$ cat src/ttp_pkg.sv
// ----------------------------------------------------------------------------
// ttp_pkg: shared types and constants of the text-to-panel pixel stream
// Font ROM, panel geometry, command codes and the job record that passes
// from the character front end to the beat sequencer.
// ----------------------------------------------------------------------------
package ttp_pkg;

    localparam int PANEL_WIDTH  = 128;
    localparam int PANEL_HEIGHT = 128;

    localparam int CELL_W  = 6;
    localparam int CELL_H  = 8;
    localparam int GLYPH_W = 5;
    localparam int GLYPH_H = 7;

    // Last cursor position at which a whole cell still fits
    localparam logic [7:0] COL_LIMIT = 8'(PANEL_WIDTH - CELL_W);
    localparam logic [7:0] ROW_LIMIT = 8'(PANEL_HEIGHT - CELL_H);

    localparam logic [7:0] CHAR_NUL     = 8'h00;
    localparam logic [7:0] CHAR_NEWLINE = 8'h0A;

    localparam logic [7:0] CMD_COLUMN_WINDOW = 8'h2A;
    localparam logic [7:0] CMD_ROW_WINDOW    = 8'h2B;
    localparam logic [7:0] CMD_MEMORY_WRITE  = 8'h2C;

    localparam logic [1:0] KIND_CMD   = 2'd0;
    localparam logic [1:0] KIND_PARAM = 2'd1;
    localparam logic [1:0] KIND_PIXEL = 2'd2;

    localparam logic CFG_COLUMN_OFFSET = 1'b0;
    localparam logic CFG_ROW_OFFSET    = 1'b1;

    localparam int JOB_QUEUE_DEPTH = 2;

    // One byte per glyph column, bit r is row r
    typedef logic [GLYPH_W-1:0][7:0] glyph_t;

    // Window coordinates already include the panel offsets
    typedef struct packed {
        logic [8:0]  col_start;
        logic [8:0]  col_end;
        logic [8:0]  row_start;
        logic [8:0]  row_end;
        glyph_t      glyph;
        logic [15:0] fore_colour;
        logic [15:0] back_colour;
    } job_t;

    // Packed as {col4, col3, col2, col1, col0}
    function automatic glyph_t font_lookup(input logic [7:0] code);
        glyph_t g;
        unique case (code)
            8'h2E:   g = {8'h00, 8'h60, 8'h60, 8'h00, 8'h00};
            8'h30:   g = {8'h3E, 8'h45, 8'h49, 8'h51, 8'h3E};
            8'h31:   g = {8'h00, 8'h40, 8'h7F, 8'h42, 8'h00};
            8'h32:   g = {8'h46, 8'h49, 8'h51, 8'h61, 8'h42};
            8'h33:   g = {8'h31, 8'h4B, 8'h45, 8'h41, 8'h21};
            8'h34:   g = {8'h10, 8'h7F, 8'h12, 8'h14, 8'h18};
            8'h35:   g = {8'h39, 8'h45, 8'h45, 8'h45, 8'h27};
            8'h36:   g = {8'h30, 8'h49, 8'h49, 8'h4A, 8'h3C};
            8'h37:   g = {8'h03, 8'h05, 8'h09, 8'h71, 8'h01};
            8'h38:   g = {8'h36, 8'h49, 8'h49, 8'h49, 8'h36};
            8'h39:   g = {8'h1E, 8'h29, 8'h49, 8'h49, 8'h06};
            8'h41:   g = {8'h7E, 8'h11, 8'h11, 8'h11, 8'h7E};
            8'h42:   g = {8'h36, 8'h49, 8'h49, 8'h49, 8'h7F};
            8'h43:   g = {8'h22, 8'h41, 8'h41, 8'h41, 8'h3E};
            8'h44:   g = {8'h1C, 8'h22, 8'h41, 8'h41, 8'h7F};
            8'h45:   g = {8'h41, 8'h49, 8'h49, 8'h49, 8'h7F};
            8'h46:   g = {8'h01, 8'h01, 8'h09, 8'h09, 8'h7F};
            8'h47:   g = {8'h7A, 8'h49, 8'h49, 8'h41, 8'h3E};
            8'h48:   g = {8'h7F, 8'h08, 8'h08, 8'h08, 8'h7F};
            8'h49:   g = {8'h00, 8'h41, 8'h7F, 8'h41, 8'h00};
            8'h4A:   g = {8'h01, 8'h3F, 8'h41, 8'h40, 8'h20};
            8'h4B:   g = {8'h41, 8'h22, 8'h14, 8'h08, 8'h7F};
            8'h4C:   g = {8'h40, 8'h40, 8'h40, 8'h40, 8'h7F};
            8'h4E:   g = {8'h7F, 8'h10, 8'h0C, 8'h02, 8'h7F};
            8'h4F:   g = {8'h3E, 8'h41, 8'h41, 8'h41, 8'h3E};
            8'h50:   g = {8'h06, 8'h09, 8'h09, 8'h09, 8'h7F};
            8'h52:   g = {8'h46, 8'h29, 8'h19, 8'h09, 8'h7F};
            8'h53:   g = {8'h31, 8'h49, 8'h49, 8'h49, 8'h46};
            8'h54:   g = {8'h01, 8'h01, 8'h7F, 8'h01, 8'h01};
            8'h55:   g = {8'h3F, 8'h40, 8'h40, 8'h40, 8'h3F};
            8'h56:   g = {8'h1F, 8'h20, 8'h40, 8'h20, 8'h1F};
            8'h57:   g = {8'h3F, 8'h40, 8'h38, 8'h40, 8'h3F};
            8'h5F:   g = {8'h40, 8'h40, 8'h40, 8'h40, 8'h40};
            default: g = '0;  // space and unknown codes
        endcase
        return g;
    endfunction

endpackage

$ cat src/ttp_back.sv
// ----------------------------------------------------------------------------
// ttp_back: beat sequencer
// Plays one cell job out as 11 command/parameter beats and 48 pixel beats
// through a registered output stage.
// ----------------------------------------------------------------------------
module ttp_back (
    input  logic          clk,
    input  logic          rst_n,
    input  logic          q_valid,
    input  ttp_pkg::job_t q_job,
    output logic          q_pop,
    output logic          empty,
    input  logic          pop,
    output logic [1:0]    item_kind,
    output logic [15:0]   item_value,
    output logic          last_of_cell
);
    import ttp_pkg::*;

    typedef enum logic [2:0] {
        ST_IDLE = 3'b001,
        ST_HDR  = 3'b010,
        ST_PIX  = 3'b100
    } seq_state_t;

    // header beat positions
    localparam logic [3:0] HDR_COL_CMD = 4'd0;
    localparam logic [3:0] HDR_CS_HI   = 4'd1;
    localparam logic [3:0] HDR_CS_LO   = 4'd2;
    localparam logic [3:0] HDR_CE_HI   = 4'd3;
    localparam logic [3:0] HDR_CE_LO   = 4'd4;
    localparam logic [3:0] HDR_ROW_CMD = 4'd5;
    localparam logic [3:0] HDR_RS_HI   = 4'd6;
    localparam logic [3:0] HDR_RS_LO   = 4'd7;
    localparam logic [3:0] HDR_RE_HI   = 4'd8;
    localparam logic [3:0] HDR_RE_LO   = 4'd9;
    localparam logic [3:0] HDR_MEM_CMD = 4'd10;

    localparam logic [2:0] PIX_COL_LAST = 3'(CELL_W - 1);
    localparam logic [2:0] PIX_ROW_LAST = 3'(CELL_H - 1);

    seq_state_t  state_reg, state_next;
    logic [3:0]  hdr_cnt_reg, hdr_cnt_next;
    logic [2:0]  pix_col_reg, pix_col_next;
    logic [2:0]  pix_row_reg, pix_row_next;
    job_t        job_reg;

    logic        out_valid_reg, out_valid_next;
    logic [1:0]  out_kind_reg, out_kind_next;
    logic [15:0] out_value_reg, out_value_next;
    logic        out_last_reg, out_last_next;

    logic        adv;
    logic        take;
    logic        pix_last;
    logic        glyph_bit;
    logic [1:0]  beat_kind;
    logic [15:0] beat_value;

    assign adv      = !out_valid_reg || pop;
    assign pix_last = (pix_col_reg == PIX_COL_LAST) && (pix_row_reg == PIX_ROW_LAST);

    always_comb
    begin
        glyph_bit = 1'b0;
        if ((pix_col_reg < 3'(GLYPH_W)) && (pix_row_reg < 3'(GLYPH_H)))
        begin
            glyph_bit = job_reg.glyph[pix_col_reg][pix_row_reg];
        end
    end

    always_comb
    begin
        beat_kind  = KIND_PARAM;
        beat_value = '0;
        if (state_reg == ST_PIX)
        begin
            beat_kind  = KIND_PIXEL;
            beat_value = glyph_bit ? job_reg.fore_colour : job_reg.back_colour;
        end
        else
        begin
            unique case (hdr_cnt_reg)
                HDR_COL_CMD:
                begin
                    beat_kind  = KIND_CMD;
                    beat_value = {8'h00, CMD_COLUMN_WINDOW};
                end
                HDR_CS_HI: beat_value = {15'h0000, job_reg.col_start[8]};
                HDR_CS_LO: beat_value = {8'h00, job_reg.col_start[7:0]};
                HDR_CE_HI: beat_value = {15'h0000, job_reg.col_end[8]};
                HDR_CE_LO: beat_value = {8'h00, job_reg.col_end[7:0]};
                HDR_ROW_CMD:
                begin
                    beat_kind  = KIND_CMD;
                    beat_value = {8'h00, CMD_ROW_WINDOW};
                end
                HDR_RS_HI: beat_value = {15'h0000, job_reg.row_start[8]};
                HDR_RS_LO: beat_value = {8'h00, job_reg.row_start[7:0]};
                HDR_RE_HI: beat_value = {15'h0000, job_reg.row_end[8]};
                HDR_RE_LO: beat_value = {8'h00, job_reg.row_end[7:0]};
                HDR_MEM_CMD:
                begin
                    beat_kind  = KIND_CMD;
                    beat_value = {8'h00, CMD_MEMORY_WRITE};
                end
                default:
                begin
                    beat_kind  = KIND_PARAM;
                    beat_value = '0;
                end
            endcase
        end
    end

    // next job loads with no gap after the last pixel of the current one
    assign take  = q_valid && ((state_reg == ST_IDLE) ||
                               ((state_reg == ST_PIX) && pix_last && adv));
    assign q_pop = take;

    always_comb
    begin
        state_next   = state_reg;
        hdr_cnt_next = hdr_cnt_reg;
        pix_col_next = pix_col_reg;
        pix_row_next = pix_row_reg;
        unique case (state_reg)
            ST_IDLE:
            begin
                if (take)
                begin
                    state_next   = ST_HDR;
                    hdr_cnt_next = HDR_COL_CMD;
                end
            end
            ST_HDR:
            begin
                if (adv)
                begin
                    if (hdr_cnt_reg == HDR_MEM_CMD)
                    begin
                        state_next   = ST_PIX;
                        pix_col_next = '0;
                        pix_row_next = '0;
                    end
                    else
                    begin
                        hdr_cnt_next = hdr_cnt_reg + 1'b1;
                    end
                end
            end
            ST_PIX:
            begin
                if (adv)
                begin
                    if (pix_last)
                    begin
                        state_next   = take ? ST_HDR : ST_IDLE;
                        hdr_cnt_next = HDR_COL_CMD;
                    end
                    else if (pix_col_reg == PIX_COL_LAST)
                    begin
                        pix_col_next = '0;
                        pix_row_next = pix_row_reg + 1'b1;
                    end
                    else
                    begin
                        pix_col_next = pix_col_reg + 1'b1;
                    end
                end
            end
            default:
            begin
                state_next = ST_IDLE;
            end
        endcase
    end

    always_comb
    begin
        out_valid_next = out_valid_reg;
        out_kind_next  = out_kind_reg;
        out_value_next = out_value_reg;
        out_last_next  = out_last_reg;
        if (adv)
        begin
            out_valid_next = (state_reg != ST_IDLE);
            out_kind_next  = beat_kind;
            out_value_next = beat_value;
            out_last_next  = (state_reg == ST_PIX) && pix_last;
        end
    end

    always_ff @(posedge clk)
    begin
        if (take)
        begin
            job_reg <= q_job;
        end
        out_kind_reg  <= out_kind_next;
        out_value_reg <= out_value_next;
        out_last_reg  <= out_last_next;
    end

    always_ff @(posedge clk or negedge rst_n)
    begin
        if (!rst_n)
        begin
            state_reg     <= ST_IDLE;
            hdr_cnt_reg   <= '0;
            pix_col_reg   <= '0;
            pix_row_reg   <= '0;
            out_valid_reg <= 1'b0;
        end
        else
        begin
            state_reg     <= state_next;
            hdr_cnt_reg   <= hdr_cnt_next;
            pix_col_reg   <= pix_col_next;
            pix_row_reg   <= pix_row_next;
            out_valid_reg <= out_valid_next;
        end
    end

    assign empty        = !out_valid_reg;
    assign item_kind    = out_kind_reg;
    assign item_value   = out_value_reg;
    assign last_of_cell = out_last_reg;

endmodule
$ cat config.mk
export PLATFORM = sky130hd
export DESIGN_NAME = ttp_back
export DESIGN_NICKNAME = d
export VERILOG_FILES = /design/src/ttp_pkg.sv /design/src/ttp_back.sv
export SDC_FILE = /design/constraint.sdc
export NUM_CORES = 1
export LEC_CHECK = 0
export ABC_AREA = 1
export BUFFER_PORTS_ARGS = -buffer_cell sky130_fd_sc_hd__buf_4
export CORE_ASPECT_RATIO = 0.5
export CORE_UTILIZATION = 30
export CTS_CLUSTER_SIZE = 14
export DETAILED_ROUTE_END_ITERATION = 7
export HOLD_SLACK_MARGIN = 0.05
export SYNTH_ARGS = -nofsm -noshare
export SYNTH_HDL_FRONTEND = slang
export SYNTH_SLANG_ARGS = --single-unit
$ cat constraint.sdc
create_clock -name clk -period 9.4 [get_ports clk]
set_clock_uncertainty 0.05 [all_clocks]
set_input_delay 0.47 -clock clk [delete_from_list [all_inputs] [get_ports clk]]
set_output_delay 0.47 -clock clk [all_outputs]
set_load 0.05 [all_outputs]
==> reports/metrics.cfg <==
[layout]
final_core_util_pct = 41.1
finish.instance_area_um2 = 7730
area_growth_syn_to_layout_pct = 30.7
final_layout_size_suffix_gt1_share_pct = 31.3
num_antenna_cells = 0
largest_register_ffs = 108
finish.net_count = 748

[floorplan]
floorplan.initialDensity_pct = 31.4
num_io_pins = 133
die_height_um = 101
die_area_um2 = 20300
core.rowCount = 35
die_x_um = 201
core_um2 = 18800

[clocking]
clock_tree_from_tritoncts = done
clk_transition_reported_paths_ps = 70
clock_latency_ps = 420
ctsHtreeMaxLevel = 4
cts_setup_buffers = 0
clock_path_buffers = 2
cts.sink_count = 141
numCtsBuffers = 17
ctsRootBufferMaster = clkbuf_16

[pwr]
irDropWorstVdd_mv = 0.130
seq_power_share_pct = 39.7
p_comb_share_pct = 33.4
pwr_density_cell_nw_per_um2 = 310
netSwitchingFraction_pct = 39.3
clkPwrFrac_pct = 27.0
cell_internal_pwr_uw = 1460
leakage_uw = 0.00317
switchingPower_uw = 941
power_uw = 2400

[setup_path]
arrival_time_of_the_worst_setup_path_ps = 3070
crit_path_start_kind = flop
timing.critical_path.slowest_cell_delay_ps = 780
crit_path_max_fanout = 66
worstPathCellList = nand2_1 > nor2_2 > nand2_1 > nor2_2 > nand2_1 > a21oi_4 > buf_4 > buf_4
criticalPathCategory = flop to output pin
critical-path-top-cell-by-count = nand2_1
crit_path_end_kind = output pin
worst_ep_required_time_ps = 8880
crit_path_top_delay_cell = dfrtp_1

[detailed_routing]
wl_met1_um = 6540
met3WireLength_um = 618
detailedRoute.firstPassIterationCount = 4
wl_um = 14100
route.met2.wl_um = 6720
detail_route.iter0.violations = 235
vias_per_cell = 4.47
drtAntennaViolNets = 0
routed_wire_length_per_instance_um = 15.6
top_signal_layer_used = met4
remaining_drc_errors = 0
dr_total_vias = 4033

[place]
detailedPlace.worstSlack_ps = 6170
gp_routability_congestion = 0.823
place.detailed.hpwl_um = 9740
io_buffer_count = 132
place_area_um2 = 7160

[logic_synthesis]
synth_enable_flop_cells = 127
netlist_area_before_placement_um2 = 5910
synth.area.top_cells = edfxtp_1, nand2_1, dfrtp_1
syn_nets = 606
ys_dominant_reg_cell = edfxtp_1
ys_types = 35
synth_seq_area_share_pct = 70.4
synth.avg_cell_area_um2 = 12.1
asyncSetResetFlopFracSynth_pct = 9.93
synth.ff_latch_count = 141
postSynthCellCount = 488
synth.top_cell.area_share_pct = 64.5
synth_area_leader_cell = edfxtp_1
ys.warnings.count = 0

[timing]
final_hold_viol_count = 0
period_share_pct = 38.2
worst_pin_slew_ps = 1130
fmaxAchievable_ghz = 0.278
final.min_clock_period_ps = 3590
setup_total_negative_slack_ps = 0
setup_viol_count_final = 0
final_ws_setup_ps = 5810
slew_violations = 0
slew_headroom_pct = 24.2
grt_setup_unrepaired = no

[global_routing]
maximum_number_of_pins_on_one_net_before_global_route_repair = 67
antenna_found_initial = 0
globalRoute.totalOverflow = 0
grt_use_total_pct = 14.1
grt_pass1_vias = 4076
grt_pass1_wl_um = 21400

[job]
cap_violations = 0

[run_status]
outcome = finished, final reports clean

[worst_hold_path]
holdCritPathClass = primary input to flop

==> per-stage QoR <==
step / std cells / hold slack, ps
2_1_floorplan: 488 / 124
3_3_place_gp: 869 / 291
3_5_place_dp: 869 / 295
4_1_cts: 902 / 145
5_1_grt: 902 / 145
6_report: 902 / 167
==> power by group through the flow <==
stage	Combinational, µW	Clock [µW]	Sequential, µW
after detailed placement	807	0	966
after CTS	809	665	955
final	799	646	951
after global placement	784	0	966
after floorplan	520	0	1050
after global routing	885	690	966
==> worst paths after layout <==
kind,start,to,slack [ps],cells past startpoint
max in group asynchronous,rst_n,state_reg[0],8650,2
setup reg to reg,pix_col_reg[0],item_value[13],6270,6
setup / recovery,pix_col_reg[0],q_pop,5810,8
hold reg to reg,state_reg[1],out_valid_reg,500,2
min in group asynchronous,rst_n,out_valid_reg,400,2
hold / removal,q_job[16],job_reg[16],170,1
==> synthesized netlist by cell type, types with 4 or more instances <==
master    count
o21ai_1       8
nand2_2      11
a21oi_2       9
dfrtp_1      13
buf_2         4
inv_1        49
nand2_1     124
nor3_1        4
ha_1          6
a21oi_1      16
edfxtp_1    127
nand4_1      22
o21ai_0      10
nand3_1      26
nor2_1       25
==> placed cells by master, fill, tap and decap left out, drive strengths merged, types with 2 or more instances in the layout <==
master,count
a21oi,25
a221oi,2
a31oi,4
buf,135
clkbuf,18
clkinv,3
clkinvlp,4
dfrtp,13
edfxtp,127
ha,6
inv,59
nand2,135
nand3,32
nand4,22
nor2,27
nor3,5
o21ai,18
==> per-layer routing <==
| metal | up-vias | GRT usage (%) |
|---|---|---|
| li1 | 1990 | - |
| met1 | 1934 | 18.7 |
| met2 | 93 | 22.6 |
| met3 | 16 | 3.64 |
| met4 | 0 | 5.17 |
| met5 | - | 0 |
==> timing repair <==
| action | CTS | global route |
|---|---|---|
| endpoints found under the hold margin | 13 | 0 |
| resized for setup | 0 | 0 |
| hold buffers | 1 | 0 |
| endpoints found under the setup margin | 0 | 0 |
==> cell families after synthesis <==
logic type      share of synthesized area (%)
compound gates                           5.63
fa+ha+maj                                1.27
buf+inv                                  4.97
flops                                    70.4
simple gates                             17.7
==> worst max-delay path: cells and delay by family (launching register included) <==
kind	cells	cell delay [ps]
buf+inv	2	980
flops	1	780
simple gates	5	680
compound gates	1	170
==> cell type report <==
cell class / instances / area [µm²]
fill: 1802 / 11100
clock inverter: 14 / 123
clock buffer: 18 / 439
multi-input combinational: 282 / 1460
timing repair buffer: 136 / 1020
inverter: 52 / 195
tap: 259 / 324
sequential: 141 / 4170
Note: power is estimated with default switching activity, not from simulation.
