--- src/ttp_pkg.sv ---
// ----------------------------------------------------------------------------
// ttp_pkg: shared types and constants of the text-to-panel pixel stream
// Font ROM, panel geometry, command codes and the job record that passes
// from the character front end to the beat sequencer.
// ----------------------------------------------------------------------------
package ttp_pkg;

    localparam int PANEL_WIDTH  = 128;
    localparam int PANEL_HEIGHT = 128;

    localparam int CELL_W  = 6;
    localparam int CELL_H  = 8;
    localparam int GLYPH_W = 5;
    localparam int GLYPH_H = 7;

    // Last cursor position at which a whole cell still fits
    localparam logic [7:0] COL_LIMIT = 8'(PANEL_WIDTH - CELL_W);
    localparam logic [7:0] ROW_LIMIT = 8'(PANEL_HEIGHT - CELL_H);

    localparam logic [7:0] CHAR_NUL     = 8'h00;
    localparam logic [7:0] CHAR_NEWLINE = 8'h0A;

    localparam logic [7:0] CMD_COLUMN_WINDOW = 8'h2A;
    localparam logic [7:0] CMD_ROW_WINDOW    = 8'h2B;
    localparam logic [7:0] CMD_MEMORY_WRITE  = 8'h2C;

    localparam logic [1:0] KIND_CMD   = 2'd0;
    localparam logic [1:0] KIND_PARAM = 2'd1;
    localparam logic [1:0] KIND_PIXEL = 2'd2;

    localparam logic CFG_COLUMN_OFFSET = 1'b0;
    localparam logic CFG_ROW_OFFSET    = 1'b1;

    localparam int JOB_QUEUE_DEPTH = 2;

    // One byte per glyph column, bit r is row r
    typedef logic [GLYPH_W-1:0][7:0] glyph_t;

    // Window coordinates already include the panel offsets
    typedef struct packed {
        logic [8:0]  col_start;
        logic [8:0]  col_end;
        logic [8:0]  row_start;
        logic [8:0]  row_end;
        glyph_t      glyph;
        logic [15:0] fore_colour;
        logic [15:0] back_colour;
    } job_t;

    // Packed as {col4, col3, col2, col1, col0}
    function automatic glyph_t font_lookup(input logic [7:0] code);
        glyph_t g;
        unique case (code)
            8'h2E:   g = {8'h00, 8'h60, 8'h60, 8'h00, 8'h00};
            8'h30:   g = {8'h3E, 8'h45, 8'h49, 8'h51, 8'h3E};
            8'h31:   g = {8'h00, 8'h40, 8'h7F, 8'h42, 8'h00};
            8'h32:   g = {8'h46, 8'h49, 8'h51, 8'h61, 8'h42};
            8'h33:   g = {8'h31, 8'h4B, 8'h45, 8'h41, 8'h21};
            8'h34:   g = {8'h10, 8'h7F, 8'h12, 8'h14, 8'h18};
            8'h35:   g = {8'h39, 8'h45, 8'h45, 8'h45, 8'h27};
            8'h36:   g = {8'h30, 8'h49, 8'h49, 8'h4A, 8'h3C};
            8'h37:   g = {8'h03, 8'h05, 8'h09, 8'h71, 8'h01};
            8'h38:   g = {8'h36, 8'h49, 8'h49, 8'h49, 8'h36};
            8'h39:   g = {8'h1E, 8'h29, 8'h49, 8'h49, 8'h06};
            8'h41:   g = {8'h7E, 8'h11, 8'h11, 8'h11, 8'h7E};
            8'h42:   g = {8'h36, 8'h49, 8'h49, 8'h49, 8'h7F};
            8'h43:   g = {8'h22, 8'h41, 8'h41, 8'h41, 8'h3E};
            8'h44:   g = {8'h1C, 8'h22, 8'h41, 8'h41, 8'h7F};
            8'h45:   g = {8'h41, 8'h49, 8'h49, 8'h49, 8'h7F};
            8'h46:   g = {8'h01, 8'h01, 8'h09, 8'h09, 8'h7F};
            8'h47:   g = {8'h7A, 8'h49, 8'h49, 8'h41, 8'h3E};
            8'h48:   g = {8'h7F, 8'h08, 8'h08, 8'h08, 8'h7F};
            8'h49:   g = {8'h00, 8'h41, 8'h7F, 8'h41, 8'h00};
            8'h4A:   g = {8'h01, 8'h3F, 8'h41, 8'h40, 8'h20};
            8'h4B:   g = {8'h41, 8'h22, 8'h14, 8'h08, 8'h7F};
            8'h4C:   g = {8'h40, 8'h40, 8'h40, 8'h40, 8'h7F};
            8'h4E:   g = {8'h7F, 8'h10, 8'h0C, 8'h02, 8'h7F};
            8'h4F:   g = {8'h3E, 8'h41, 8'h41, 8'h41, 8'h3E};
            8'h50:   g = {8'h06, 8'h09, 8'h09, 8'h09, 8'h7F};
            8'h52:   g = {8'h46, 8'h29, 8'h19, 8'h09, 8'h7F};
            8'h53:   g = {8'h31, 8'h49, 8'h49, 8'h49, 8'h46};
            8'h54:   g = {8'h01, 8'h01, 8'h7F, 8'h01, 8'h01};
            8'h55:   g = {8'h3F, 8'h40, 8'h40, 8'h40, 8'h3F};
            8'h56:   g = {8'h1F, 8'h20, 8'h40, 8'h20, 8'h1F};
            8'h57:   g = {8'h3F, 8'h40, 8'h38, 8'h40, 8'h3F};
            8'h5F:   g = {8'h40, 8'h40, 8'h40, 8'h40, 8'h40};
            default: g = '0;  // space and unknown codes
        endcase
        return g;
    endfunction

endpackage

--- src/ttp_job_queue.sv ---
// ----------------------------------------------------------------------------
// ttp_job_queue: short job queue
// Small FIFO of cell jobs between the front end and the beat sequencer.
// ----------------------------------------------------------------------------
module ttp_job_queue (
    input  logic          clk,
    input  logic          rst_n,
    input  logic          wr_en,
    input  ttp_pkg::job_t wr_job,
    output logic          q_full,
    output logic          q_valid,
    input  logic          rd_en,
    output ttp_pkg::job_t rd_job
);
    import ttp_pkg::*;

    localparam int PTR_W = (JOB_QUEUE_DEPTH > 1) ? $clog2(JOB_QUEUE_DEPTH) : 1;
    localparam int CNT_W = $clog2(JOB_QUEUE_DEPTH + 1);
    localparam logic [PTR_W-1:0] PTR_LAST = PTR_W'(JOB_QUEUE_DEPTH - 1);

    job_t             slot_reg [JOB_QUEUE_DEPTH];
    logic [PTR_W-1:0] wr_ptr_reg, wr_ptr_next;
    logic [PTR_W-1:0] rd_ptr_reg, rd_ptr_next;
    logic [CNT_W-1:0] count_reg, count_next;
    logic             do_wr;
    logic             do_rd;

    assign q_full  = (count_reg == CNT_W'(JOB_QUEUE_DEPTH));
    assign q_valid = (count_reg != '0);
    assign do_wr   = wr_en && !q_full;
    assign do_rd   = rd_en && q_valid;
    assign rd_job  = slot_reg[rd_ptr_reg];

    always_comb
    begin
        wr_ptr_next = wr_ptr_reg;
        rd_ptr_next = rd_ptr_reg;
        count_next  = count_reg;
        if (do_wr)
        begin
            wr_ptr_next = (wr_ptr_reg == PTR_LAST) ? '0 : wr_ptr_reg + 1'b1;
        end
        if (do_rd)
        begin
            rd_ptr_next = (rd_ptr_reg == PTR_LAST) ? '0 : rd_ptr_reg + 1'b1;
        end
        if (do_wr && !do_rd)
        begin
            count_next = count_reg + 1'b1;
        end
        else if (do_rd && !do_wr)
        begin
            count_next = count_reg - 1'b1;
        end
    end

    always_ff @(posedge clk)
    begin
        if (do_wr)
        begin
            slot_reg[wr_ptr_reg] <= wr_job;
        end
    end

    always_ff @(posedge clk or negedge rst_n)
    begin
        if (!rst_n)
        begin
            wr_ptr_reg <= '0;
            rd_ptr_reg <= '0;
            count_reg  <= '0;
        end
        else
        begin
            wr_ptr_reg <= wr_ptr_next;
            rd_ptr_reg <= rd_ptr_next;
            count_reg  <= count_next;
        end
    end

endmodule

--- config.mk ---
export PLATFORM = sky130hd
export DESIGN_NAME = ttp_job_queue
export DESIGN_NICKNAME = d
export VERILOG_FILES = /design/src/ttp_pkg.sv /design/src/ttp_job_queue.sv
export SDC_FILE = /design/constraint.sdc
export NUM_CORES = 1
export LEC_CHECK = 0
export ABC_CLOCK_PERIOD_IN_PS = 10800
export BUFFER_PORTS_ARGS = -buffer_cell sky130_fd_sc_hd__buf_2
export CAP_MARGIN = 20
export CORE_MARGIN = 8
export CORE_UTILIZATION = 30
export CTS_CLUSTER_DIAMETER = 150
export DETAILED_ROUTE_END_ITERATION = 10
export GPL_TIMING_DRIVEN = 0
export SLEW_MARGIN = 20
export SYNTH_ARGS = -nofsm -noshare
export SYNTH_HDL_FRONTEND = slang
export SYNTH_SLANG_ARGS = --single-unit
--- constraint.sdc ---
create_clock -name clk -period 10.8 [get_ports clk]
set_input_delay 2.16 -clock clk [delete_from_list [all_inputs] [get_ports clk]]
set_output_delay 2.16 -clock clk [all_outputs]
set_load 0.02 [all_outputs]
==> results of run 1 <==
## worst max-delay path, cell delays in order (launching register included)
cell and delay [ps]:
sky130_fd_sc_hd__dfrtp_1 330, sky130_fd_sc_hd__buf_6 160, sky130_fd_sc_hd__buf_2 310, sky130_fd_sc_hd__mux2_2 390, sky130_fd_sc_hd__buf_2 160
## kinds of logic after synthesis
group / after synthesis
flops: 220
mux: 108
buf+inv: 14
simple gates: 7
xor+xnor: 5
fa+ha+maj: 1
## how the worst max path moves through the flow
stage                           from             end  cells after the start
after CTS                 rd_ptr_reg       rd_job[8]                      4
final                     rd_ptr_reg       rd_job[7]                      4
after global routing      rd_ptr_reg       rd_job[7]                      4
after global placement         wr_en  slot_reg[0][3]                      3
after detailed placement       wr_en  slot_reg[0][4]                      5
after floorplan                wr_en  slot_reg[0][0]                      2
## synth_stat cells
cell / count / area [um^2]
sky130_fd_sc_hd__dfrtp_1: 4 / 100
sky130_fd_sc_hd__nor2_1: 2 / 7.51
sky130_fd_sc_hd__and3_1: 1 / 6.26
sky130_fd_sc_hd__buf_6: 3 / 33.8
sky130_fd_sc_hd__nand2b_1: 1 / 6.26
sky130_fd_sc_hd__nand2_1: 2 / 7.51
sky130_fd_sc_hd__inv_1: 2 / 7.51
sky130_fd_sc_hd__ha_1: 1 / 12.5
sky130_fd_sc_hd__xor2_1: 2 / 17.5
sky130_fd_sc_hd__buf_2: 9 / 45.0
sky130_fd_sc_hd__xnor2_1: 3 / 26.3
sky130_fd_sc_hd__mux2_2: 98 / 1100
sky130_fd_sc_hd__edfxtp_1: 216 / 6490
sky130_fd_sc_hd__mux2_4: 10 / 150
sky130_fd_sc_hd__or2_2: 1 / 6.26
## area by class of cell
type,count,area (um^2),share of cell area
plain buffers,12,78.8,0.00746
inverters,2,7.51,0.000710
clock inverters,18,241,0.0229
well taps,341,427,0.0404
flip-flops and latches,220,6590,0.623
multi-input cells,121,1360,0.128
repair buffers,227,1240,0.117
clock buffers,26,629,0.0596
## power by group through the flow
stage	registers, mW	clock network [mW]	logic [mW]
3_3_place_gp	1.27	0	0.982
5_1_grt	1.23	0.943	1.09
4_1_cts	1.21	0.916	1.04
6_report	1.21	0.883	1.01
3_5_place_dp	1.23	0	1.04
2_1_floorplan	1.24	0	0.672
## stage by stage
| step | hold slack [ps] | area, um^2 |
|---|---|---|
| final | 499 | 10600 |
| after global routing | 526 | 10600 |
| after CTS | 502 | 10600 |
| after detailed placement | 492 | 9700 |
| after global placement | 478 | 9550 |
| after floorplan | 456 | 8020 |
## per-layer routing
layer  global-route usage  share of wire  vias up  wire (um)
li1                     -              -     1920          -
met1                0.115           0.39     2052       6830
met2                0.191           0.52      142       9130
met3               0.0323          0.068       29       1190
met4               0.0313          0.021        2        363
met5                    0        0.00068        -         12
==> Flow_metrics.wiki, run 1 <==
{| class="wikitable"
! Metric !! Value
|-
| Part of the cycle the worst path needs || 0.373
|-
| Count of placed standard cells including taps || 923
|-
| Overall die height || 179 um
|-
| Final routed wire length divided by cell count || 18.1 um
|-
| Number of nets in the synthesized netlist || 468
|-
| Worst hold endpoint || count_reg[1]
|-
| Final core area utilization || 0.398
|-
| Highest clock rate || 248 MHz
|-
| Maximum fanout along the worst path || 10
|-
| Worst Setup Slack post-DPL || 6990 ps
|-
| Area of the die || 0.0322 mm^2
|-
| Die extent in x || 179 um
|-
| Number of standard cells in the final layout excluding fillers || 967
|-
| Effective utilization at floorplan || 0.302
|-
| Part of the total power dissipated in combinational logic || 0.326
|-
| Count of cells resized by post-cts repair || 0
|-
| Number of clock buffers inserted by TritonCTS || 24
|-
| Ratio of routed vias to standard cells || 4.29
|-
| Post-CTS Repair Setup Buffers || 0
|-
| DP HPWL || between 10000 and 15000 um
|-
| Tot Pwr || approximately 3.1 mW
|-
| TritonRoute pass-1 iters || 4
|-
| Routability congestion estimate || 0.732
|-
| First-pass GRT wire length || 26900 um
|-
| Overall via count from detail_route || 4145
|-
| Startpoint types || register
|-
| Number of distinct library cells after synthesis || 15
|-
| Final setup violating endpoints || 0
|-
| Combinational family with the most area after synthesis || multiplexers
|-
| Clock tree from TritonCTS || built
|-
| Outcome || finished clean
|-
| Final critical-path setup slack || 6770 ps
|-
| Worst hold path depth || 1
|-
| Proportion of total power due to net switching || 0.313
|-
| Least-Margin Pin Slew || 691 ps
|-
| Synth Area in Adders || 0.00156
|-
| Critical register-to-register path endpoint || slot_reg[0][88]
|-
| Simple-gate portion of the synthesized area || 0.00421
|-
| Sequential cell fraction of total power || 0.389
|-
| Total negative slack for setup checks || 0 ps
|-
| Maximum clock skew at final layout || 10.0 ps
|-
| Fraction of final layout cells sized beyond drive strength 1 || 0.617
|-
| Hold buffer count at cts || 0
|-
| Fill count || approximately 2500
|-
| H-tree levels || 1
|-
| Most used cells in the layout excluding fill and tap cells || sky130_fd_sc_hd__buf_2, sky130_fd_sc_hd__edfxtp_1, sky130_fd_sc_hd__mux2_2, sky130_fd_sc_hd__clkbuf_16, sky130_fd_sc_hd__mux2_4
|-
| Clock latency of the later-clocked register in the worst-skew pair || about 500 ps
|-
| Flop and latch count out of synthesis || 220
|-
| Number of top-level design ports || between 200 and 250
|-
| Minimum clock period after layout || 4030 ps
|-
| Setup repair after global routing missed its margin || no
|-
| Post-Syn Area per Cell || 22.6 um^2
|-
| Synthesis-to-layout area growth || 31.8%
|-
| Worst min-delay path category || register to register
|-
| Register clock-pin slew on the reported worst setup and hold paths || about 60 ps
|-
| Sequential cell area fraction in the yosys report || 0.822
|-
| Worst-case reg-to-reg path depth || 5
|-
| NetSw || approximately 0.97 mW
|-
| Core footprint || 0.0266 mm^2
|-
| Endpoint type of the worst setup path || output pin
|-
| Via count of the first global-routing pass || 4788
|-
| Signal arrival time at the worst endpoint || 1870 ps
|-
| Fraction of power consumed by the clock network || 0.284
|-
| Yosys warnings || 0
|-
| R2R setup slack || around 8700 ps
|-
| Max-slew violation count || 0
|-
| Remaining global-route overflow || 0
|-
| Quantity of I/O buffers inserted on ports || approximately 220
|-
| Endpoint required time on the critical path || 8640 ps
|-
| XOR/XNOR Fraction of Synth Area || 0.00546
|-
| Maximum vdd drop || 219 uV
|-
| Largest buffer count on any clock path || 3
|-
| Largest register FFs || around 220
|-
| Worst max-slew margin expressed relative to the limit || 0.538
|-
| Standby leakage power || 3.98 nW
|-
| Clock sink count || 220
|-
| Setup CP Type || register to output pin
|-
| DRC violations left || 0
|-
| Compound-gate portion of the synthesized area || 0
|-
| Post-Synthesis Cell Area || approximately 0.0080 mm^2
|-
| Power Internal || 2.13 mW
|-
| Commonest non-fill, non-tap cell in the layout || sky130_fd_sc_hd__buf_2
|-
| Max Cap Violations || 0
|-
| Origin of the critical flop-to-flop path || count_reg[0]
|-
| Clock tree root driver cell || sky130_fd_sc_hd__clkbuf_16
|-
| Diodes inserted || 0
|-
| Cell area power density || just under 300 mW/mm^2
|-
| # nets final || roughly 720
|-
| Number of cells produced by synthesis || between 300 and 400
|-
| Initial antenna violation count || 1
|-
| DR iter-0 viols || 168
|-
| Startpoint of the worst hold path || count_reg[1]
|-
| Antenna violation net count after detailed routing || 0
|-
| Final hold vios || 0
|-
| GR Util All Layers || 0.105
|-
| DRT Wirelength || 17500 um
|-
| Mux share of post-synthesis cell area || 0.156
|-
| Maximum number of pins on one net before global-route repair || between 50 and 60
|-
| # rows || 60
|}
Note: power is estimated with default switching activity, not from simulation.
==> run 2, diff against run 1 <==
Settings changed: ABC_AREA from default to 1, ABC_CLOCK_PERIOD_IN_PS 10800 to 3200.
Clock period 10.8 ns to 3.2 ns, I/O delays scaled along.
==> run 2 against run 1 <==
  * Cell count up 25%
  * Non-clock buffer count up 14
  * Sequential power rose to 3.3 times the previous value
  * Clock skew up 1.5 ps
  * Clock-buffer cell count up 5
  * Critical path depth up 1
  * Via count up 23%
  * Global-route usage up 1.1 points
==> Flow_metrics.wiki, run 2 <==
{| class="wikitable"
! Metric !! Value
|-
| Outcome || finished clean
|-
| Final core area utilization || 0.393
|-
| Clock sink count || 220
|-
| Total negative slack for setup checks || 0 ps
|-
| Number of clock buffers inserted by TritonCTS || 24
|-
| Maximum vdd drop || 515 uV
|-
| Number of cells produced by synthesis || 595
|-
| Least-Margin Pin Slew || 723 ps
|-
| Area share of the largest cell type after synthesis || 0.806
|-
| Final critical-path setup slack || 497 ps
|-
| Fraction of final layout cells sized beyond drive strength 1 || 0.319
|-
| Yosys warnings || 0
|-
| Number of flops mapped to enable cells by yosys || 216
|-
| Maximum fanout along the worst path || 10
|-
| DP HPWL || 13700 um
|-
| Clock tree root driver cell || sky130_fd_sc_hd__clkbuf_16
|-
| Part of the cycle the worst path needs || 0.845
|-
| Cell taking the most area after synthesis || sky130_fd_sc_hd__edfxtp_1
|-
| Quantity of I/O buffers inserted on ports || around 220
|-
| Routability congestion estimate || between 0.7 and 0.8
|-
| Antenna violation net count after detailed routing || 0
|-
| Most used cells in the layout excluding fill and tap cells || sky130_fd_sc_hd__nand2_1, sky130_fd_sc_hd__buf_2, sky130_fd_sc_hd__edfxtp_1, sky130_fd_sc_hd__clkbuf_16, sky130_fd_sc_hd__clkbuf_1
|-
| Synthesis-to-layout area growth || 30.2%
|-
| Die extent in x || 180 um
|-
| Post-Synthesis Cell Area || around 0.0080 mm^2
|-
| Count of cells resized by post-cts repair || 0
|-
| Signal arrival time at the worst endpoint || 2060 ps
|-
| Clock latency of the later-clocked register in the worst-skew pair || 510 ps
|-
| Initial antenna violation count || 3
|-
| Smallest hold slack || 318 ps
|-
| Area of the die || roughly 0.032 mm^2
|-
| Commonest non-fill, non-tap cell in the layout || sky130_fd_sc_hd__nand2_1
|-
| Endpoint type of the worst setup path || output pin
|-
| Final routed wire length divided by cell count || 15.9 um
|-
| Post-Syn Area per Cell || 13.5 um^2
|-
| Startpoint types || register
|-
| Core footprint || between 0.02 and 0.03 mm^2
|-
| Maximum clock skew at final layout || 11.5 ps
|-
| Overall die height || 180 um
|-
| Largest register FFs || 216
|-
| Number of top-level design ports || approximately 220
|-
| Share of synthesized flip-flops with an asynchronous set or reset || 0.0182
|-
| DRT Wirelength || around 19000 um
|-
| Worst max-slew margin expressed relative to the limit || 0.517
|-
| Number of distinct library cells after synthesis || 15
|-
| Most common cell in the netlist || sky130_fd_sc_hd__nand2_1
|-
| Highest clock rate || 370 MHz
|-
| Predominant post-synthesis flop cell || sky130_fd_sc_hd__edfxtp_1
|-
| Worst min-delay path category || primary input to register
|-
| Max Cap Violations || 0
|-
| Final setup violating endpoints || 0
|-
| Register clock-pin slew on the reported worst setup and hold paths || 60 ps
|-
| Ratio of routed vias to standard cells || between 4 and 5
|-
| Setup CP Type || register to output pin
|-
| Tot Pwr || 10.3 mW
|-
| Via count of the first global-routing pass || about 5100
|-
| Flop and latch count out of synthesis || 220
|-
| Top cells by count, synth || sky130_fd_sc_hd__nand2_1, sky130_fd_sc_hd__edfxtp_1, sky130_fd_sc_hd__buf_2
|-
| Standby leakage power || 4.48 nW
|-
| Diodes inserted || 0
|-
| DR iter-0 viols || 257
|-
| Effective utilization at floorplan || 0.302
|-
| Max-slew violation count || 0
|-
| H-tree levels || 1
|-
| Remaining global-route overflow || 0
|-
| First-pass GRT wire length || 29400 um
|-
| Final hold vios || 0
|-
| Largest buffer count on any clock path || 3
|-
| GR Util All Layers || 0.115
|-
| Sequential cell area fraction in the yosys report || 0.818
|-
| Cell area power density || 986 mW/mm^2
|-
| Clock tree from TritonCTS || built
|-
| Endpoint required time on the critical path || between 2000 and 3000 ps
|-
| Setup repair after global routing missed its margin || no
|-
| Number of nets in the synthesized netlist || 708
|-
| Worst Setup Slack post-DPL || 835 ps
|-
| Main area contributors after synthesis || sky130_fd_sc_hd__edfxtp_1, sky130_fd_sc_hd__nand2_1, sky130_fd_sc_hd__dfrtp_1
|-
| # nets final || 964
|-
| # rows || 60
|-
| Maximum number of pins on one net before global-route repair || 28
|-
| Minimum clock period after layout || 2700 ps
|-
| DRC violations left || 0
|-
| Overall via count from detail_route || roughly 5000
|-
| TritonRoute pass-1 iters || 4
|}
[run 2: changes by cell type after synthesis, moves of 2 or more]
cell / change
sky130_fd_sc_hd__xnor2_1: -2
sky130_fd_sc_hd__nand2_1: +333
sky130_fd_sc_hd__inv_1: +5
sky130_fd_sc_hd__buf_4: +2
sky130_fd_sc_hd__mux2_4: -10
sky130_fd_sc_hd__xor2_1: -2
sky130_fd_sc_hd__clkbuf_1: +9
sky130_fd_sc_hd__mux2_2: -98
sky130_fd_sc_hd__nand3_1: +2
[run 2: kinds of logic (layout without fill, tap and decap cells)]
group,count (synthesis),in the layout,synth area share
adder cells (fa/ha/maj),1,1,0.00155
XOR/XNOR,1,1,0.00109
buffers and inverters,31,305,0.0188
AND/OR/NAND/NOR,341,341,0.160
flip-flops,220,220,0.818
AO/OA/AOI/OAI,1,1,0.000621
[run 2: layer usage]
layer  GRT usage  part of all wire
met1       0.132              0.41
met2       0.199              0.49
met3      0.0411             0.079
met4      0.0353             0.020
met5           0            0.0018
[run 2: metrics by stage]
step	std cells	area, um^2
after floorplan	595	8060
after global placement	1157	9590
after detailed placement	1165	9760
after CTS	1210	10500
after global routing	1210	10500
final	1210	10500
[run 2: path summary, 6_finish.rpt]
path | start | endpoint | slack (ps) | depth (start not counted)
min reg2reg | count_reg[1] | count_reg[1] | 480 | 2
min | wr_job[94] | slot_reg[0][94] | 320 | 1
max in group asynchronous | rst_n | count_reg[0] | 2580 | 2
min in group asynchronous | rst_n | wr_ptr_reg | 490 | 2
max reg2reg | count_reg[1] | slot_reg[1][24] | 1150 | 5
max | rd_ptr_reg | rd_job[53] | 500 | 5
[run 2: area by class of cell]
cell class,instances,area (um^2)
Tap cell,341,427
Buffer,23,121
Multi-Input combinational cell,344,1320
Sequential cell,220,6590
Inverter,8,33.8
Fill cell,2525,16200
Timing Repair Buffer,230,1280
Clock buffer,31,648
Clock inverter,13,62.6
[run 2: critical path: stages (launching register included)]
cell and delay, ps:
sky130_fd_sc_hd__dfrtp_1 380, sky130_fd_sc_hd__inv_2 250, sky130_fd_sc_hd__clkbuf_1 520, sky130_fd_sc_hd__nand2_1 120, sky130_fd_sc_hd__nand2_1 100, sky130_fd_sc_hd__buf_2 190
[run 2: timing repair]
| action | 4_1_cts | 5_1_grt |
|---|---|---|
| buffers inserted | 0 | 0 |
| hold buffers | 1 | 0 |
| endpoints found under the hold margin | 4 | 0 |
| endpoints found under the setup margin | 0 | 0 |
[run 2: report_power, final]
| group | total, mW | switching (mW) | internal (mW) |
|---|---|---|---|
| Combinational | 3.81 | 2.71 | 1.11 |
| Sequential | 4.05 | 0.133 | 3.92 |
| Clock | 2.47 | 1.04 | 1.42 |
==> run 3, diff against run 2 <==
Settings changed: ABC_CLOCK_PERIOD_IN_PS 3200 to 2300.
Clock period 3.2 ns to 2.3 ns, I/O delays scaled along.
==> run 3 against run 2 <==
  * Sequential cell count stayed put
  * Register-to-register slack got worse by 960 ps
  * Routed wire length rose by 0.32%
  * Combinational power rose by 42%
==> Flow_metrics.wiki, run 3 (same netlist as run 2, synthesis figures left out) <==
{| class="wikitable"
! Metric !! Value
|-
| DP HPWL || 13800 um
|-
| GR Util All Layers || 0.116
|-
| Maximum clock skew at final layout || 10.2 ps
|-
| Endpoint required time on the critical path || 1840 ps
|-
| First-pass GRT wire length || 29700 um
|-
| Number of clock buffers inserted by TritonCTS || 24
|-
| Final hold vios || 0
|-
| Quantity of I/O buffers inserted on ports || 221
|-
| Most used cells in the layout excluding fill and tap cells || sky130_fd_sc_hd__nand2_1, sky130_fd_sc_hd__buf_2, sky130_fd_sc_hd__edfxtp_1, sky130_fd_sc_hd__clkbuf_16, sky130_fd_sc_hd__buf_12
|-
| Final setup violating endpoints || 0
|-
| Signal arrival time at the worst endpoint || between 1500 and 2000 ps
|-
| Fraction of final layout cells sized beyond drive strength 1 || 0.341
|-
| Minimum clock period after layout || 2170 ps
|-
| Worst min-delay path category || primary input to register
|-
| Routed length on met1 || 7570 um
|-
| DRC violations left || 0
|-
| Worst max-slew margin expressed relative to the limit || 0.547
|-
| Clock sink count || 220
|-
| Max layer used || met5
|-
| Clock latency of the later-clocked register in the worst-skew pair || slightly above 500 ps
|-
| Initial antenna violation count || 5
|-
| Final routed wire length divided by cell count || 16.0 um
|-
| Endpoint type of the worst setup path || output pin
|-
| Maximum vdd drop || roughly 690 uV
|-
| Ratio of routed vias to standard cells || 4.19
|-
| Number of top-level design ports || between 200 and 250
|-
| Number of standard cells in the final layout excluding fillers || 1210
|-
| Routability congestion estimate || 0.692
|-
| Maximum fanout along the worst path || 10
|-
| Footprint of the multi-input gates || 0.00133 mm^2
|-
| # rows || 60
|-
| Cell area power density || 1390 mW/mm^2
|-
| Die extent in x || approximately 180 um
|-
| Setup CP Type || register to output pin
|-
| Register area || 0.00659 mm^2
|-
| Via count of the first global-routing pass || about 5400
|-
| Antenna violation net count after detailed routing || 0
|-
| Max Cap Violations || 0
|-
| Largest register FFs || 216
|-
| Commonest non-fill, non-tap cell in the layout || sky130_fd_sc_hd__nand2_1
|-
| Clock tree root driver cell || sky130_fd_sc_hd__clkbuf_16
|-
| Register clock-pin slew on the reported worst setup and hold paths || around 60 ps
|-
| Max-slew violation count || 0
|-
| R2R setup slack || 190 ps
|-
| Maximum number of pins on one net before global-route repair || 31
|-
| Largest buffer count on any clock path || 3
|-
| Clock tree from TritonCTS || built
|-
| Highest clock rate || 461 MHz
|-
| Overall die height || 180 um
|-
| Standby leakage power || 4.55 nW
|-
| Outcome || finished clean
|-
| TritonRoute pass-1 iters || 4
|-
| Part of the cycle the worst path needs || 0.943
|-
| # nets final || 965
|-
| Routed met3 length || 1640 um
|-
| Synthesis-to-layout area growth || 31.9%
|-
| Metal2 WL || 9750 um
|-
| Count of placed standard cells including taps || ~1200
|-
| Smallest hold slack || 136 ps
|-
| Startpoint types || register
|-
| DR iter-0 viols || around 210
|-
| Area of the die || 0.0323 mm^2
|-
| DRT Wirelength || about 19000 um
|-
| Core footprint || 0.0267 mm^2
|-
| Setup repair after global routing missed its margin || no
|-
| H-tree levels || 1
|-
| Remaining global-route overflow || 0
|-
| Overall via count from detail_route || 5065
|-
| Fill count || 2539
|-
| Least-Margin Pin Slew || 678 ps
|-
| Diodes inserted || 0
|-
| Effective utilization at floorplan || 0.302
|}
run 3: changes by cell type in the layout (fill, tap and decap cells not counted), sizes merged:
cell      before  now
bufinv         0    2
clkinvlp       2    3
inv            7    6
clkbuf        40   38
run 3: cell type report:
class / count / share of cell area
buffer: 22 / 0.0152
clock inverter: 15 / 0.0121
timing repair buffer: 232 / 0.123
sequential: 220 / 0.621
multi-input combinational: 344 / 0.125
clock buffer: 28 / 0.0600
tap: 341 / 0.0402
inverter: 8 / 0.00365
run 3: metrics by stage:
step                      setup slack (ps)  TNS (ps)  instance area (um^2)  power [mW]  utilization
final                                  131         0                 10600        14.8        0.398
after floorplan                       -422    -88320                  8070        8.97            -
after detailed placement               117         0                  9770        11.2        0.366
after CTS                             13.2         0                 10600        15.0        0.398
after global placement               -1620   -341740                  9610        11.0        0.360
after global routing                  5.88         0                 10600        15.6        0.398
run 3: path summary, 6_finish.rpt:
kind                            cells past startpoint          from                to
worst max-delay path                                6    rd_ptr_reg        rd_job[86]
worst min-delay path                                1   wr_job[102]  slot_reg[1][102]
worst max register to register                      5  count_reg[1]   slot_reg[1][26]
worst min register to register                      2  count_reg[1]      count_reg[1]
max in group asynchronous                           2         rst_n        rd_ptr_reg
min in group asynchronous                           2         rst_n      count_reg[0]
run 3: report_power, final:
group          leakage, nW  internal, mW  total (mW)  switching (mW)
logic                 2.12          1.65        5.42            3.76
clock network        0.374          2.20        3.68            1.48
registers             2.06          5.45        5.66           0.204
total                 4.55          9.31        14.8            5.45
run 3: per-layer routing:
metal,vias to the layer above,GRT usage
met5,-,0
met4,10,0.0273
met3,37,0.0438
met2,157,0.209
met1,2336,0.127
li1,2525,-
run 3: critical path, cell delays in order (launching register included):
cell and delay [ps]:
sky130_fd_sc_hd__dfrtp_2 440, sky130_fd_sc_hd__clkinv_4 120, sky130_fd_sc_hd__buf_6 160, sky130_fd_sc_hd__buf_4 190, sky130_fd_sc_hd__nand2_1 60, sky130_fd_sc_hd__nand2_1 70, sky130_fd_sc_hd__buf_2 160
run 3: repair_timing:
item                       in CTS  in global routing
pin swaps                       0                  0
cloned                          0                  0
hold buffers                    1                  0
setup endpoints to repair     101                 57
hold endpoints to repair        4                  0
resized for setup              15                 13
setup buffers                   2                  0
